===== src/hdl/tmss_pkg.sv =====
// Package for the tiled matrix-product schedule sequencer.
// Holds field widths, operation codes, phase codes and shared types.
package tmss_pkg;

    localparam int M_W   = 24;
    localparam int N_W   = 16;
    localparam int K_W   = 24;
    localparam int TM_W  = 16;
    localparam int TN_W  = 12;
    localparam int TK_W  = 16;
    localparam int SEQ_W = 48;
    localparam int CFG_W = 24;
    localparam int IDX_W = 3;
    // Divider operand width covers the widest logical size.
    localparam int DIV_W = 24;

    typedef enum logic [2:0] {
        KIND_LOAD_INPUT   = 3'd0,
        KIND_LOAD_WEIGHT  = 3'd1,
        KIND_RELOAD       = 3'd2,
        KIND_COMPUTE      = 3'd3,
        KIND_STORE_PART   = 3'd4,
        KIND_STORE_FINAL  = 3'd5,
        KIND_SYNC         = 3'd6
    } kind_t;

    localparam logic [2:0] PH_0    = 3'd0;
    localparam logic [2:0] PH_1    = 3'd1;
    localparam logic [2:0] PH_2    = 3'd2;
    localparam logic [2:0] PH_3    = 3'd3;
    localparam logic [2:0] PH_4    = 3'd4;
    localparam logic [2:0] PH_5    = 3'd5;
    localparam logic [2:0] PH_DONE = 3'd7;

    localparam logic [1:0] MODE_WS = 2'd0;
    localparam logic [1:0] MODE_IS = 2'd1;
    localparam logic [1:0] MODE_OS = 2'd2;

    localparam logic [IDX_W-1:0] REG_MODE = 3'd0;
    localparam logic [IDX_W-1:0] REG_LM   = 3'd1;
    localparam logic [IDX_W-1:0] REG_LN   = 3'd2;
    localparam logic [IDX_W-1:0] REG_LK   = 3'd3;
    localparam logic [IDX_W-1:0] REG_TM   = 3'd4;
    localparam logic [IDX_W-1:0] REG_TN   = 3'd5;
    localparam logic [IDX_W-1:0] REG_TK   = 3'd6;

    // Handshake between the sequencer and the divider.
    typedef struct packed {
        logic start;
        logic [DIV_W-1:0] dividend;
        logic [DIV_W-1:0] divisor;
    } div_req_t;

    typedef struct packed {
        logic done;
        logic [DIV_W-1:0] quotient;
    } div_rsp_t;

endpackage


===== src/hdl/tmss_ceil_div.sv =====
// Iterative restoring divider that returns the ceiling of a quotient; a zero divisor gives zero.
// Depends on tmss_pkg for widths and the request/response types.
module tmss_ceil_div (
    input  logic               clk,
    input  logic               rst_n,
    input  tmss_pkg::div_req_t req,
    output tmss_pkg::div_rsp_t rsp
);

    localparam int W  = tmss_pkg::DIV_W;
    localparam int CW = $clog2(W + 1);

    logic [W-1:0]  quo_reg, quo_next;
    logic [W:0]    rem_reg, rem_next;
    logic [W-1:0]  dvs_reg, dvs_next;
    logic [CW-1:0] cnt_reg, cnt_next;
    logic          busy_reg, busy_next;
    logic          done_reg, done_next;
    logic [W:0]    shifted;
    logic [W:0]    diff;

    // One quotient bit per cycle, then a round-up step for a nonzero remainder.
    always_comb
    begin
        quo_next  = quo_reg;
        rem_next  = rem_reg;
        dvs_next  = dvs_reg;
        cnt_next  = cnt_reg;
        busy_next = busy_reg;
        done_next = 1'b0;
        shifted   = {rem_reg[W-1:0], quo_reg[W-1]};
        diff      = shifted - {1'b0, dvs_reg};
        if (req.start)
        begin
            quo_next  = req.dividend;
            rem_next  = '0;
            dvs_next  = req.divisor;
            cnt_next  = CW'(W);
            busy_next = (req.divisor != '0);
            done_next = (req.divisor == '0);
            if (req.divisor == '0)
            begin
                quo_next = '0;
            end
        end
        else if (busy_reg)
        begin
            if (cnt_reg != '0)
            begin
                quo_next = {quo_reg[W-2:0], ~diff[W]};
                rem_next = diff[W] ? shifted : diff;
                cnt_next = cnt_reg - 1'b1;
            end
            else
            begin
                if (rem_reg != '0)
                begin
                    quo_next = quo_reg + 1'b1;
                end
                busy_next = 1'b0;
                done_next = 1'b1;
            end
        end
    end

    always_ff @(posedge clk or negedge rst_n)
    begin
        if (!rst_n)
        begin
            busy_reg <= 1'b0;
            done_reg <= 1'b0;
            cnt_reg  <= '0;
        end
        else
        begin
            busy_reg <= busy_next;
            done_reg <= done_next;
            cnt_reg  <= cnt_next;
        end
    end

    always_ff @(posedge clk)
    begin
        quo_reg <= quo_next;
        rem_reg <= rem_next;
        dvs_reg <= dvs_next;
    end

    assign rsp.done     = done_reg;
    assign rsp.quotient = quo_reg;

endmodule


===== src/hdl/tiled_matmul_schedule_sequencer.sv =====
// Top level of the tiled matrix-product schedule sequencer.
// Depends on tmss_pkg and instantiates tmss_ceil_div.
//
//  channel  | valid / stall   | payload
//  ---------+-----------------+------------------------------------------
//  in       | in_valid/stall  | restart
//  out      | out_valid/stall | kind, indices, extents, flags, seq_number
//  config   | cfg_we          | cfg_index, cfg_data
//
// A request without restart passes through a state that chooses the operation, three
// extent multiplies (M, N, K) on the one shared multiplier and a state that holds the
// registered result, then returns to idle, where the next request is taken.
// A restart first runs three ceiling divisions (M, N, K) on the shared divider. A request
// that yields no operation goes from the choice straight back to idle.
// Reset clears the counts, indices, phase and sequence counter. A stalled
// result holds in the output register; no new request is taken until it leaves.
module tiled_matmul_schedule_sequencer (
    input  logic                             clk,
    input  logic                             rst_n,
    input  logic                             cfg_we,
    input  logic [tmss_pkg::IDX_W-1:0]       cfg_index,
    input  logic [tmss_pkg::CFG_W-1:0]       cfg_data,
    input  logic                             in_valid,
    output logic                             in_stall,
    input  logic                             restart,
    output logic                             out_valid,
    input  logic                             out_stall,
    output logic [2:0]                       kind,
    output logic [tmss_pkg::M_W-1:0]         m_index,
    output logic [tmss_pkg::N_W-1:0]         n_index,
    output logic [tmss_pkg::K_W-1:0]         k_index,
    output logic [tmss_pkg::TM_W-1:0]        valid_m,
    output logic [tmss_pkg::TN_W-1:0]        valid_n,
    output logic [tmss_pkg::TK_W-1:0]        valid_k,
    output logic                             boundary,
    output logic                             final_reduction,
    output logic [tmss_pkg::SEQ_W-1:0]       seq_number,
    output logic                             last_op
);

    localparam int M_W = tmss_pkg::M_W;
    localparam int N_W = tmss_pkg::N_W;
    localparam int K_W = tmss_pkg::K_W;

    typedef enum logic [8:0] {
        ST_IDLE  = 9'b000000001,
        ST_DIVM  = 9'b000000010,
        ST_DIVN  = 9'b000000100,
        ST_DIVK  = 9'b000001000,
        ST_DECIDE= 9'b000010000,
        ST_EXTM  = 9'b000100000,
        ST_EXTN  = 9'b001000000,
        ST_EXTK  = 9'b010000000,
        ST_OUT   = 9'b100000000
    } state_t;

    state_t state_reg, state_next;

    // Configuration registers.
    logic [1:0]       mode_reg;
    logic [M_W-1:0]   lm_reg;
    logic [N_W-1:0]   ln_reg;
    logic [K_W-1:0]   lk_reg;
    logic [15:0]      tm_reg;
    logic [11:0]      tn_reg;
    logic [15:0]      tk_reg;

    // Schedule state.
    logic [M_W-1:0]   cm_reg, cm_next;
    logic [N_W-1:0]   cn_reg, cn_next;
    logic [K_W-1:0]   ck_reg, ck_next;
    logic [M_W-1:0]   im_reg, im_next;
    logic [N_W-1:0]   in_reg, in_next;
    logic [K_W-1:0]   ik_reg, ik_next;
    logic [2:0]       ph_reg, ph_next;
    logic [47:0]      op_reg, op_next;

    // Snapshot of the operation being built.
    logic [2:0]       ok_reg, ok_next;
    logic [M_W-1:0]   om_reg, om_next;
    logic [N_W-1:0]   on_reg, on_next;
    logic [K_W-1:0]   okx_reg, okx_next;
    logic [15:0]      vm_reg, vm_next;
    logic [11:0]      vn_reg, vn_next;
    logic [15:0]      vk_reg, vk_next;
    logic             fr_reg, fr_next;
    logic             lst_reg, lst_next;
    logic             ov_reg, ov_next;

    tmss_pkg::div_req_t dreq;
    tmss_pkg::div_rsp_t drsp;

    tmss_ceil_div u_div (
        .clk   (clk),
        .rst_n (rst_n),
        .req   (dreq),
        .rsp   (drsp)
    );

    // Shared multiplier: index times tile, one dimension per cycle.
    logic [M_W-1:0] mul_a;
    logic [15:0]    mul_b;
    logic [39:0]    prod;
    logic [39:0]    logic_sel;
    logic [15:0]    tile_sel;
    logic [39:0]    rem_full;
    logic [15:0]    ext;
    assign prod = mul_a * mul_b;

    always_comb
    begin
        rem_full = logic_sel - prod;
        if (prod >= logic_sel)
        begin
            ext = '0;
        end
        else if (rem_full < {24'd0, tile_sel})
        begin
            ext = rem_full[15:0];
        end
        else
        begin
            ext = tile_sel;
        end
    end

    always_comb
    begin
        mul_a     = im_reg;
        mul_b     = tm_reg;
        logic_sel = {16'd0, lm_reg};
        tile_sel  = tm_reg;
        case (state_reg)
            ST_EXTN:
            begin
                mul_a     = {8'd0, on_reg};
                mul_b     = {4'd0, tn_reg};
                logic_sel = {24'd0, ln_reg};
                tile_sel  = {4'd0, tn_reg};
            end
            ST_EXTK:
            begin
                mul_a     = okx_reg;
                mul_b     = tk_reg;
                logic_sel = {16'd0, lk_reg};
                tile_sel  = tk_reg;
            end
            default:
            begin
                mul_a     = om_reg;
            end
        endcase
    end

    assign in_stall = (state_reg != ST_IDLE);

    // Sequencer: divides on restart, then steps the loop nest.
    always_comb
    begin
        logic ok;
        logic [2:0] k;
        logic [M_W-1:0] nm;
        logic [N_W-1:0] nn;
        logic [K_W-1:0] nk;
        logic [2:0] np;
        logic inner_wrap;
        logic outer_wrap;
        logic k_wrap;
        state_next = state_reg;
        cm_next = cm_reg; cn_next = cn_reg; ck_next = ck_reg;
        im_next = im_reg; in_next = in_reg; ik_next = ik_reg;
        ph_next = ph_reg; op_next = op_reg;
        ok_next = ok_reg; om_next = om_reg; on_next = on_reg; okx_next = okx_reg;
        vm_next = vm_reg; vn_next = vn_reg; vk_next = vk_reg;
        fr_next = fr_reg; lst_next = lst_reg; ov_next = ov_reg;
        dreq = '0;
        ok = 1'b0; k = 3'd0; nm = im_reg; nn = in_reg; nk = ik_reg; np = ph_reg;
        inner_wrap = 1'b0; outer_wrap = 1'b0; k_wrap = 1'b0;
        case (state_reg)
            ST_IDLE:
            begin
                if (in_valid)
                begin
                    if (restart)
                    begin
                        dreq.start    = 1'b1;
                        dreq.dividend = lm_reg;
                        dreq.divisor  = {8'd0, tm_reg};
                        im_next = '0; in_next = '0; ik_next = '0;
                        ph_next = tmss_pkg::PH_0; op_next = '0;
                        state_next = ST_DIVM;
                    end
                    else
                    begin
                        state_next = ST_DECIDE;
                    end
                end
            end
            ST_DIVM:
            begin
                if (drsp.done)
                begin
                    cm_next = drsp.quotient;
                    dreq.start    = 1'b1;
                    dreq.dividend = {8'd0, ln_reg};
                    dreq.divisor  = {12'd0, tn_reg};
                    state_next = ST_DIVN;
                end
            end
            ST_DIVN:
            begin
                if (drsp.done)
                begin
                    cn_next = drsp.quotient[N_W-1:0];
                    dreq.start    = 1'b1;
                    dreq.dividend = lk_reg;
                    dreq.divisor  = {8'd0, tk_reg};
                    state_next = ST_DIVK;
                end
            end
            ST_DIVK:
            begin
                if (drsp.done)
                begin
                    ck_next = drsp.quotient;
                    state_next = ST_DECIDE;
                end
            end
            ST_DECIDE:
            begin
                ok = !(mode_reg > tmss_pkg::MODE_OS || ph_reg > tmss_pkg::PH_5 ||
                       cm_reg == '0 ||
                       cn_reg == '0 || ck_reg == '0 || im_reg >= cm_reg ||
                       in_reg >= cn_reg || ik_reg >= ck_reg ||
                       (mode_reg == tmss_pkg::MODE_OS && ph_reg == tmss_pkg::PH_2));
                if (mode_reg == tmss_pkg::MODE_OS)
                begin
                    case (ph_reg)
                        tmss_pkg::PH_0: begin k = tmss_pkg::KIND_LOAD_INPUT; np = tmss_pkg::PH_1; end
                        tmss_pkg::PH_1: begin k = tmss_pkg::KIND_LOAD_WEIGHT; np = tmss_pkg::PH_3; end
                        tmss_pkg::PH_3: begin k = tmss_pkg::KIND_COMPUTE; np = tmss_pkg::PH_5; end
                        tmss_pkg::PH_5:
                        begin
                            k = tmss_pkg::KIND_SYNC;
                            if (ik_reg + 1'b1 < ck_reg)
                            begin
                                nk = ik_reg + 1'b1; np = tmss_pkg::PH_0;
                            end
                            else
                            begin
                                np = tmss_pkg::PH_4;
                            end
                        end
                        default:
                        begin
                            k = tmss_pkg::KIND_STORE_FINAL;
                            nk = '0;
                            inner_wrap = (in_reg + 1'b1 >= cn_reg);
                            outer_wrap = (im_reg + 1'b1 >= cm_reg);
                            if (!inner_wrap)
                            begin
                                nn = in_reg + 1'b1; np = tmss_pkg::PH_0;
                            end
                            else if (!outer_wrap)
                            begin
                                nn = '0; nm = im_reg + 1'b1; np = tmss_pkg::PH_0;
                            end
                            else
                            begin
                                nn = '0; nm = '0; np = tmss_pkg::PH_DONE;
                            end
                        end
                    endcase
                end
                else
                begin
                    case (ph_reg)
                        tmss_pkg::PH_0:
                        begin
                            k = (mode_reg == tmss_pkg::MODE_WS) ? tmss_pkg::KIND_LOAD_WEIGHT
                                                                : tmss_pkg::KIND_LOAD_INPUT;
                            np = tmss_pkg::PH_1;
                        end
                        tmss_pkg::PH_1:
                        begin
                            k = (mode_reg == tmss_pkg::MODE_WS) ? tmss_pkg::KIND_LOAD_INPUT
                                                                : tmss_pkg::KIND_LOAD_WEIGHT;
                            np = (ik_reg != '0) ? tmss_pkg::PH_2 : tmss_pkg::PH_3;
                        end
                        tmss_pkg::PH_2: begin k = tmss_pkg::KIND_RELOAD; np = tmss_pkg::PH_3; end
                        tmss_pkg::PH_3: begin k = tmss_pkg::KIND_COMPUTE; np = tmss_pkg::PH_4; end
                        tmss_pkg::PH_4:
                        begin
                            k = (ik_reg + 1'b1 < ck_reg) ? tmss_pkg::KIND_STORE_PART
                                                         : tmss_pkg::KIND_STORE_FINAL;
                            np = tmss_pkg::PH_5;
                        end
                        default:
                        begin
                            k = tmss_pkg::KIND_SYNC;
                            k_wrap = (ik_reg + 1'b1 >= ck_reg);
                            if (mode_reg == tmss_pkg::MODE_WS)
                            begin
                                inner_wrap = (im_reg + 1'b1 >= cm_reg);
                                outer_wrap = (in_reg + 1'b1 >= cn_reg);
                                if (!inner_wrap)
                                begin
                                    nm = im_reg + 1'b1; np = tmss_pkg::PH_1;
                                end
                                else
                                begin
                                    nm = '0;
                                    if (!k_wrap)
                                    begin
                                        nk = ik_reg + 1'b1; np = tmss_pkg::PH_0;
                                    end
                                    else if (!outer_wrap)
                                    begin
                                        nk = '0; nn = in_reg + 1'b1; np = tmss_pkg::PH_0;
                                    end
                                    else
                                    begin
                                        nk = '0; nn = '0; np = tmss_pkg::PH_DONE;
                                    end
                                end
                            end
                            else
                            begin
                                inner_wrap = (in_reg + 1'b1 >= cn_reg);
                                outer_wrap = (im_reg + 1'b1 >= cm_reg);
                                if (!inner_wrap)
                                begin
                                    nn = in_reg + 1'b1; np = tmss_pkg::PH_1;
                                end
                                else
                                begin
                                    nn = '0;
                                    if (!k_wrap)
                                    begin
                                        nk = ik_reg + 1'b1; np = tmss_pkg::PH_0;
                                    end
                                    else if (!outer_wrap)
                                    begin
                                        nk = '0; nm = im_reg + 1'b1; np = tmss_pkg::PH_0;
                                    end
                                    else
                                    begin
                                        nk = '0; nm = '0; np = tmss_pkg::PH_DONE;
                                    end
                                end
                            end
                        end
                    endcase
                end
                if (ok)
                begin
                    ok_next  = k;
                    om_next  = im_reg;
                    on_next  = in_reg;
                    okx_next = ik_reg;
                    fr_next  = (ik_reg + 1'b1 == ck_reg);
                    lst_next = (np == tmss_pkg::PH_DONE);
                    im_next = nm; in_next = nn; ik_next = nk; ph_next = np;
                    state_next = ST_EXTM;
                end
                else
                begin
                    state_next = ST_IDLE;
                end
            end
            ST_EXTM:
            begin
                vm_next = ext;
                state_next = ST_EXTN;
            end
            ST_EXTN:
            begin
                vn_next = ext[11:0];
                state_next = ST_EXTK;
            end
            ST_EXTK:
            begin
                vk_next = ext;
                ov_next = 1'b1;
                state_next = ST_OUT;
            end
            ST_OUT:
            begin
                if (!out_stall)
                begin
                    ov_next = 1'b0;
                    op_next = op_reg + 1'b1;
                    state_next = ST_IDLE;
                end
            end
            default:
            begin
                state_next = ST_IDLE;
            end
        endcase
    end

    // Configuration writes.
    always_ff @(posedge clk or negedge rst_n)
    begin
        if (!rst_n)
        begin
            mode_reg <= '0;
            lm_reg <= 24'd1; ln_reg <= 16'd1; lk_reg <= 24'd1;
            tm_reg <= 16'd1; tn_reg <= 12'd1; tk_reg <= 16'd1;
        end
        else if (cfg_we)
        begin
            case (cfg_index)
                tmss_pkg::REG_MODE: mode_reg <= cfg_data[1:0];
                tmss_pkg::REG_LM:   lm_reg   <= cfg_data[23:0];
                tmss_pkg::REG_LN:   ln_reg   <= cfg_data[15:0];
                tmss_pkg::REG_LK:   lk_reg   <= cfg_data[23:0];
                tmss_pkg::REG_TM:   tm_reg   <= cfg_data[15:0];
                tmss_pkg::REG_TN:   tn_reg   <= cfg_data[11:0];
                tmss_pkg::REG_TK:   tk_reg   <= cfg_data[15:0];
                default: ;
            endcase
        end
    end

    // Control and schedule state.
    always_ff @(posedge clk or negedge rst_n)
    begin
        if (!rst_n)
        begin
            state_reg <= ST_IDLE;
            cm_reg <= '0; cn_reg <= '0; ck_reg <= '0;
            im_reg <= '0; in_reg <= '0; ik_reg <= '0;
            ph_reg <= tmss_pkg::PH_0; op_reg <= '0;
            ov_reg <= 1'b0;
        end
        else
        begin
            state_reg <= state_next;
            cm_reg <= cm_next; cn_reg <= cn_next; ck_reg <= ck_next;
            im_reg <= im_next; in_reg <= in_next; ik_reg <= ik_next;
            ph_reg <= ph_next; op_reg <= op_next;
            ov_reg <= ov_next;
        end
    end

    // Result payload.
    always_ff @(posedge clk)
    begin
        ok_reg <= ok_next; om_reg <= om_next; on_reg <= on_next; okx_reg <= okx_next;
        vm_reg <= vm_next; vn_reg <= vn_next; vk_reg <= vk_next;
        fr_reg <= fr_next; lst_reg <= lst_next;
    end

    assign out_valid       = ov_reg;
    assign kind            = ok_reg;
    assign m_index         = om_reg;
    assign n_index         = on_reg;
    assign k_index         = okx_reg;
    assign valid_m         = vm_reg;
    assign valid_n         = vn_reg;
    assign valid_k         = vk_reg;
    assign boundary        = (vm_reg < tm_reg) || (vn_reg < tn_reg) || (vk_reg < tk_reg);
    assign final_reduction = fr_reg;
    assign seq_number      = op_reg;
    assign last_op         = lst_reg;

endmodule


===== config.mk =====
export PLATFORM = sky130hd
export DESIGN_NAME = tiled_matmul_schedule_sequencer
export DESIGN_NICKNAME = d
export VERILOG_FILES = /design/src/hdl/tmss_pkg.sv /design/src/hdl/tmss_ceil_div.sv /design/src/hdl/tiled_matmul_schedule_sequencer.sv
export SDC_FILE = /design/constraint.sdc
export NUM_CORES = 2
export LEC_CHECK = 0
export ABC_AREA = 0
export BUFFER_PORTS_ARGS = -buffer_cell sky130_fd_sc_hd__clkbuf_2
export CAP_MARGIN = 20
export CORE_ASPECT_RATIO = 0.7
export CORE_MARGIN = 2
export CORE_UTILIZATION = 60
export CTS_CLUSTER_DIAMETER = 40
export DETAILED_ROUTE_END_ITERATION = 10
export PLACE_DENSITY = 0.78
export SYNTH_ARGS = -nofsm -noshare
export SYNTH_HDL_FRONTEND = slang
export SYNTH_SLANG_ARGS = --single-unit

===== constraint.sdc =====
create_clock -name clk -period 20.9 [get_ports clk]
set_input_delay 2.09 -clock clk [delete_from_list [all_inputs] [get_ports clk]]
set_output_delay 2.09 -clock clk [all_outputs]
set_load 0.02 [all_outputs]

### Word-level counts from Yosys, hierarchy flattened

Index checks and enable logic that the tools add are counted.

| word-level totals | value |
|---|---|
| logic and storage cells | 246 |
| bits in latches | 0 |
| ROM bits | 0 |
| memories | 0 |
| register bits after elaboration | 492 |
| bits in writable memories | 0 |

| operators by class | value |
|---|---|
| shift-type cells | 0 |
| muxes and demuxes | 96 |
| order comparisons | 14 |
| multipliers | 1 |
| divide/modulo/power cells | 0 |
| reductions and logical operators | 52 |
| add/sub/neg operators | 8 |
| bitwise operators | 2 |
| equality and inequality tests | 41 |

Operators by type and width:

| kind | count |
|---|---|
| $mux W24 | 24 |
| $pmux W24 S2 | 5 |
| $mux W49 | 4 |
| $mux W16 | 12 |
| $pmux W49 S3 | 1 |
| $mux W48 | 3 |
| $ge A24 B24 Y1 | 4 |
| $pmux W48 S2 | 1 |
| $pmux W9 S9 | 1 |
| $add A24 B1 Y24 const B | 3 |
| $logic_not A24 Y1 | 3 |
| $pmux W16 S2 | 2 |
| $add A48 B1 Y48 const B | 1 |
| $reduce_bool A24 Y1 | 2 |
| $mux W3 | 15 |
| $mux W9 | 5 |
| $ge A40 B40 Y1 | 1 |
| $lt A40 B16 Y1 | 1 |
| $mul A24 B16 Y40 | 1 |
| $sub A40 B40 Y40 | 1 |
| $ge A16 B16 Y1 | 2 |
| $lt A16 B16 Y1 | 2 |
| $pmux W3 S5 | 2 |
| $reduce_and A2 Y1 | 15 |
| other kinds (50) | 103 |

### Depth between registers and ports, before layout

| depth | value |
|---|---|
| word-level depth | 11 |
| mapped depth | 52 |
| gate-level depth less buffers | 46 |

### Modules after synthesis

A second synthesis with hierarchy kept.

| unflattened totals | value |
|---|---|
| cell total of the unflattened synthesis | 4614 |
| area, all modules | 42557.1 µm² |

Modules (own cells, without submodules):

| module | cells each | area each (µm²) | seq. area each (µm²) | times used |
|---|---|---|---|---|
| tiled_matmul_schedule_sequencer | 4006 | 37240.7 | 10884.2 | 1 |
| tmss_ceil_div | 608 | 5316.3 | 2117.0 | 1 |

### Worst setup path after synthesis

No wires, ideal clock.

| timing path | value |
|---|---|
| path type | register to register |
| from | register state_reg[1] |
| to | register vk_reg[10] (netlist: valid_k[10]), data pin |
| cell stages (with the launch flop) | 45 |
| slack | 10.056 ns |
| setup time | 0.277 ns |
| data arrival time | 10.567 ns |
| buffers on the path | 3 |
| path through | dfrtp_1 buf_2 nor4_2 nand3b_1 nor3b_1 nor2_1 clkbuf_1 and2_1 a221oi_1 nor2_1 fa_1 inv_1 fa_1 fa_1 inv_1 ha_1 fa_1 inv_1 [9 not listed] ha_1 o21ai_0 nor2_1 a311oi_1 xnor2_1 ha_1 a221oi_1 o21a_1 o2111ai_1 a2111oi_0 nand4_1 nor4_1 nand4_1 nor3_2 nand4_2 buf_6 o31ai_2 a21oi_1 |

| on the way | value |
|---|---|
| cells in the longest elaborated chain, start to end | 7 |

Ends and longest elaborated chain:

| element | line | text |
|---|---|---|
| from (decl) | tiled_matmul_schedule_sequencer.sv:57 | `state_t state_reg, state_next;` |
| from (signal assigned) | tiled_matmul_schedule_sequencer.sv:440 | `state_reg <= state_next;` |
| $eq A9 B8 Y1 / $eq A9 B7 Y1 (equally long branches) | tiled_matmul_schedule_sequencer.sv:133 | `case (state_reg)` |
| $pmux W24 S2 / $pmux W16 S2 (equally long branches) | tiled_matmul_schedule_sequencer.sv:133 |  |
| $mul A24 B16 Y40 | tiled_matmul_schedule_sequencer.sv:108 | `assign prod = mul_a * mul_b;` |
| $sub A40 B40 Y40 | tiled_matmul_schedule_sequencer.sv:112 | `rem_full = logic_sel - prod;` |
| $lt A40 B16 Y1 | tiled_matmul_schedule_sequencer.sv:117 | `else if (rem_full < {24'd0, tile_sel})` |
| $mux W16 | tiled_matmul_schedule_sequencer.sv:117 |  |
| $mux W16 * | tiled_matmul_schedule_sequencer.sv:113 | `if (prod >= logic_sel)` |
| via ext[10] | tiled_matmul_schedule_sequencer.sv:107 | `logic [15:0] ext;` |
| to (signal assigned) | tiled_matmul_schedule_sequencer.sv:452 | `vm_reg <= vm_next; vn_reg <= vn_next; vk_reg <= vk_next;` |
| to (decl) | tiled_matmul_schedule_sequencer.sv:85 | `logic [15:0] vk_reg, vk_next;` |

Mark *: on every way through the listed nets, which the timed path passes. The rest lies on a longest branch.
A chain may end at the register's enable or synchronous reset.

### Worst setup path after layout

| timing path | value |
|---|---|
| from | register state_reg[1] |
| to | register vn_reg[1] (netlist: valid_n[1]), data pin |

| on the way | value |
|---|---|
| cells in the longest elaborated chain, start to end | 7 |

Ends and longest elaborated chain:

| element | line | text |
|---|---|---|
| $eq A9 B8 Y1 / $eq A9 B7 Y1 (equally long branches) | tiled_matmul_schedule_sequencer.sv:133 |  |
| $pmux W24 S2 / $pmux W16 S2 (equally long branches) | tiled_matmul_schedule_sequencer.sv:133 |  |
| $mul A24 B16 Y40 | tiled_matmul_schedule_sequencer.sv:108 |  |
| $sub A40 B40 Y40 | tiled_matmul_schedule_sequencer.sv:112 |  |
| $lt A40 B16 Y1 | tiled_matmul_schedule_sequencer.sv:117 |  |
| $mux W16 | tiled_matmul_schedule_sequencer.sv:117 |  |
| $mux W16 * | tiled_matmul_schedule_sequencer.sv:113 |  |
| via ext[1] | tiled_matmul_schedule_sequencer.sv:107 |  |
| to (signal assigned) | tiled_matmul_schedule_sequencer.sv:452 |  |
| to (decl) | tiled_matmul_schedule_sequencer.sv:84 | `logic [11:0] vn_reg, vn_next;` |

Marked as above.

==> metrics.cfg <==
[cells_and_area]
layout_commonest_cell = nand2_1
layout.nets = 5291
drive_gt1_share_pct = 10.95
largest_reg_flops = 48
final_cell_mix = nand2_1, inv_1, ha_1
areaGrowthSynthToFinish_pct = 8.791
fillCellCount = 5513

[logic_synthesis]
async_flop_share_pct = 63.22
synth_ff_type = dfrtp_1
synth_nets = 5179
ys_seq_area_share_pct = 30.71
yosysUniqueCellTypes = 106
yosys-top-cells-area = dfrtp_1, fa_1, edfxtp_1
synth-seq-cells = 484
ys_warn_count = 0
synth_edf_count = 153
syn_area_um2 = 41560
synth_top_area_cell = dfrtp_1
syn_inst = 4493
synth_top_area_share_pct = 18.00
synth.avg_cell_area_um2 = 9.250

[routing]
wl_per_cell_um = 23.56
drtIter0Drc = 4466
ant_nets = 0
route.detailed.drc = 0
drt-pass1-iter-count = 6
vias = 35375
drt_wl_total_um = 130800
via_per_inst = 6.370

[critical_path]
cp-start-kind = register
crit_required_ps = 21220
worstSetupPathType = register to register
cp_slowest_cell = buf_4
crit_path_end_kind = register
crit_arrival_ps = 13510
cpPeakStageDelay_ps = 730
critical_path_peak_fanout = 63

[cts]
clk_pin_slew_ps = 60
clock-sinks = 484
cts_setup_buffers = 0
clk_latency_ps = 600
h-tree-depth = 2
cts_tree = yes
cts_buffer_depth = 3
cts_resized = 0
cts_root_buf = clkbuf_16
hold_buffers = 0
cts_buffers = 53

[sta]
skew_ps = 26.92
maxSlewViolCount = 0
hold_violations = 0
fmax_mhz = 75.81
worst_slew_pin_slew_ps = 1464
fin_crit_sh_pct = 63.11
final.setup.tns_ps = 0
grt_setup_unrepaired = no
fin_ws_ps = 7710
setup_viol = 0
period_needed_ps = 13190
relSlewSlack_pct = 2.411

[power_and_ir_drop]
switching_share_pct = 41.06
p_clk_share_pct = 25.9
seqPwrFrac_pct = 35.5
pwr_density_cell_nw_per_um2 = 82.26
irDropWorstVdd_v = 0.00007401
p_int_mw = 2.192
leakage_nw = 21.18
switchingPower_mw = 1.527
comb_power_share_pct = 38.6
total_power_mw = 3.719

[die]
die_area_um2 = 71420
die-width_um = 318.6
io_pins = 197
initial_core_util_pct = 60.79
die_y_um = 224.2
core_um2 = 68370
core.rowCount = 80

[global_route]
grt_pass1_vias = 33760
antenna_found_initial = 1
grt_max_degree = 102
grt_pass1_wl_um = 200800
grt-ovfl-total = 0
track_usage_pct = 36.61

[place]
dp_hpwl_um = 100800
place_congestion = 1.010
portBuffers = 196
pre_cts_slack_ps = 8079

[min_path]
hp-class = register to register

[flow_run]
max-cap-violations = 0

[outcome]
status = complete, no violations

area by class of cell:
| cell class | instances | area (µm²) | area share, % |
|---|---|---|---|
| multi-input combinational | 3272 | 26060 | 57.63 |
| sequential | 484 | 12760 | 28.22 |
| inverter | 537 | 2016 | 4.458 |
| timing repair buffer | 257 | 1494 | 3.304 |
| clock buffer | 66 | 1416 | 3.133 |
| tap | 902 | 1129 | 2.496 |
| clock inverter | 31 | 331.6 | 0.7334 |
| antenna | 4 | 10.01 | 0.02214 |
kinds of logic after synthesis:
family	after synthesis	synth area share, %
flops	484	30.71
compound gates	900	14.52
buf+inv	737	6.822
fa+ha+maj	653	25.22
xor+xnor	166	3.550
simple gates	1441	16.18
mux	112	2.996
power groups by stage:
stage / sequential (mW) / clock, mW / combinational, mW
final: 1.32 / 0.962 / 1.44
after CTS: 1.31 / 0.965 / 1.39
after global routing: 1.33 / 1.01 / 1.57
after global placement: 1.32 / 0 / 1.34
after detailed placement: 1.32 / 0 / 1.37
after floorplan: 1.22 / 0 / 1.01
worst max-delay path, delay by kind of cell, from the launching register on:
kind            cells  cell delay [ps]
buf+inv             7             1990
simple gates       14             3430
compound gates     10             2640
flops               1              470
xor+xnor            2              440
fa+ha+maj           9             3850
stage by stage:
step                utilization [%]  hold WS, ps  std cells  area, µm²
floorplan                         -        431.3       4493      41560
global placement              63.46        439.9       5449      43390
detailed placement            63.46        443.6       5449      43390
CTS                           66.02        461.6       5546      45130
global route                  66.12        504.5       5549      45200
finish                        66.13        461.5       5553      45210
path summary, 6_finish.rpt:
path | startpoint | end | slack (ps) | cells after the start
max | state_reg[1] | valid_n[1] | 7710 | 42
min | u_div.rem_reg[24] | u_div.rem_reg[24] | 460 | 2
max reg2reg | state_reg[1] | valid_n[1] | 7710 | 42
min reg2reg | u_div.rem_reg[24] | u_div.rem_reg[24] | 460 | 2
max in group asynchronous | rst_n | lk_reg[0] | 17200 | 4
min in group asynchronous | rst_n | ik_reg[6] | 1520 | 1
layer usage:
layer / track usage [%] / up-vias / share of wire, %
met3: 14.00 / 246 / 15
met5: 0 / - / 0
met2: 50.42 / 2251 / 40
li1: - / 15698 / -
met1: 53.79 / 17180 / 42
met4: 9.540 / 0 / 3.0
synth_stat cells (96+ instances only):
cell        n
mux2_2     99
o21ai_0   254
ha_1      345
a21oi_1   161
dfrtp_1   299
nand2_1   572
clkbuf_1  161
fa_1      308
xor2_1     96
nor2_1    341
edfxtp_1  153
inv_1     532
Power figures use the tool's default switching activity.
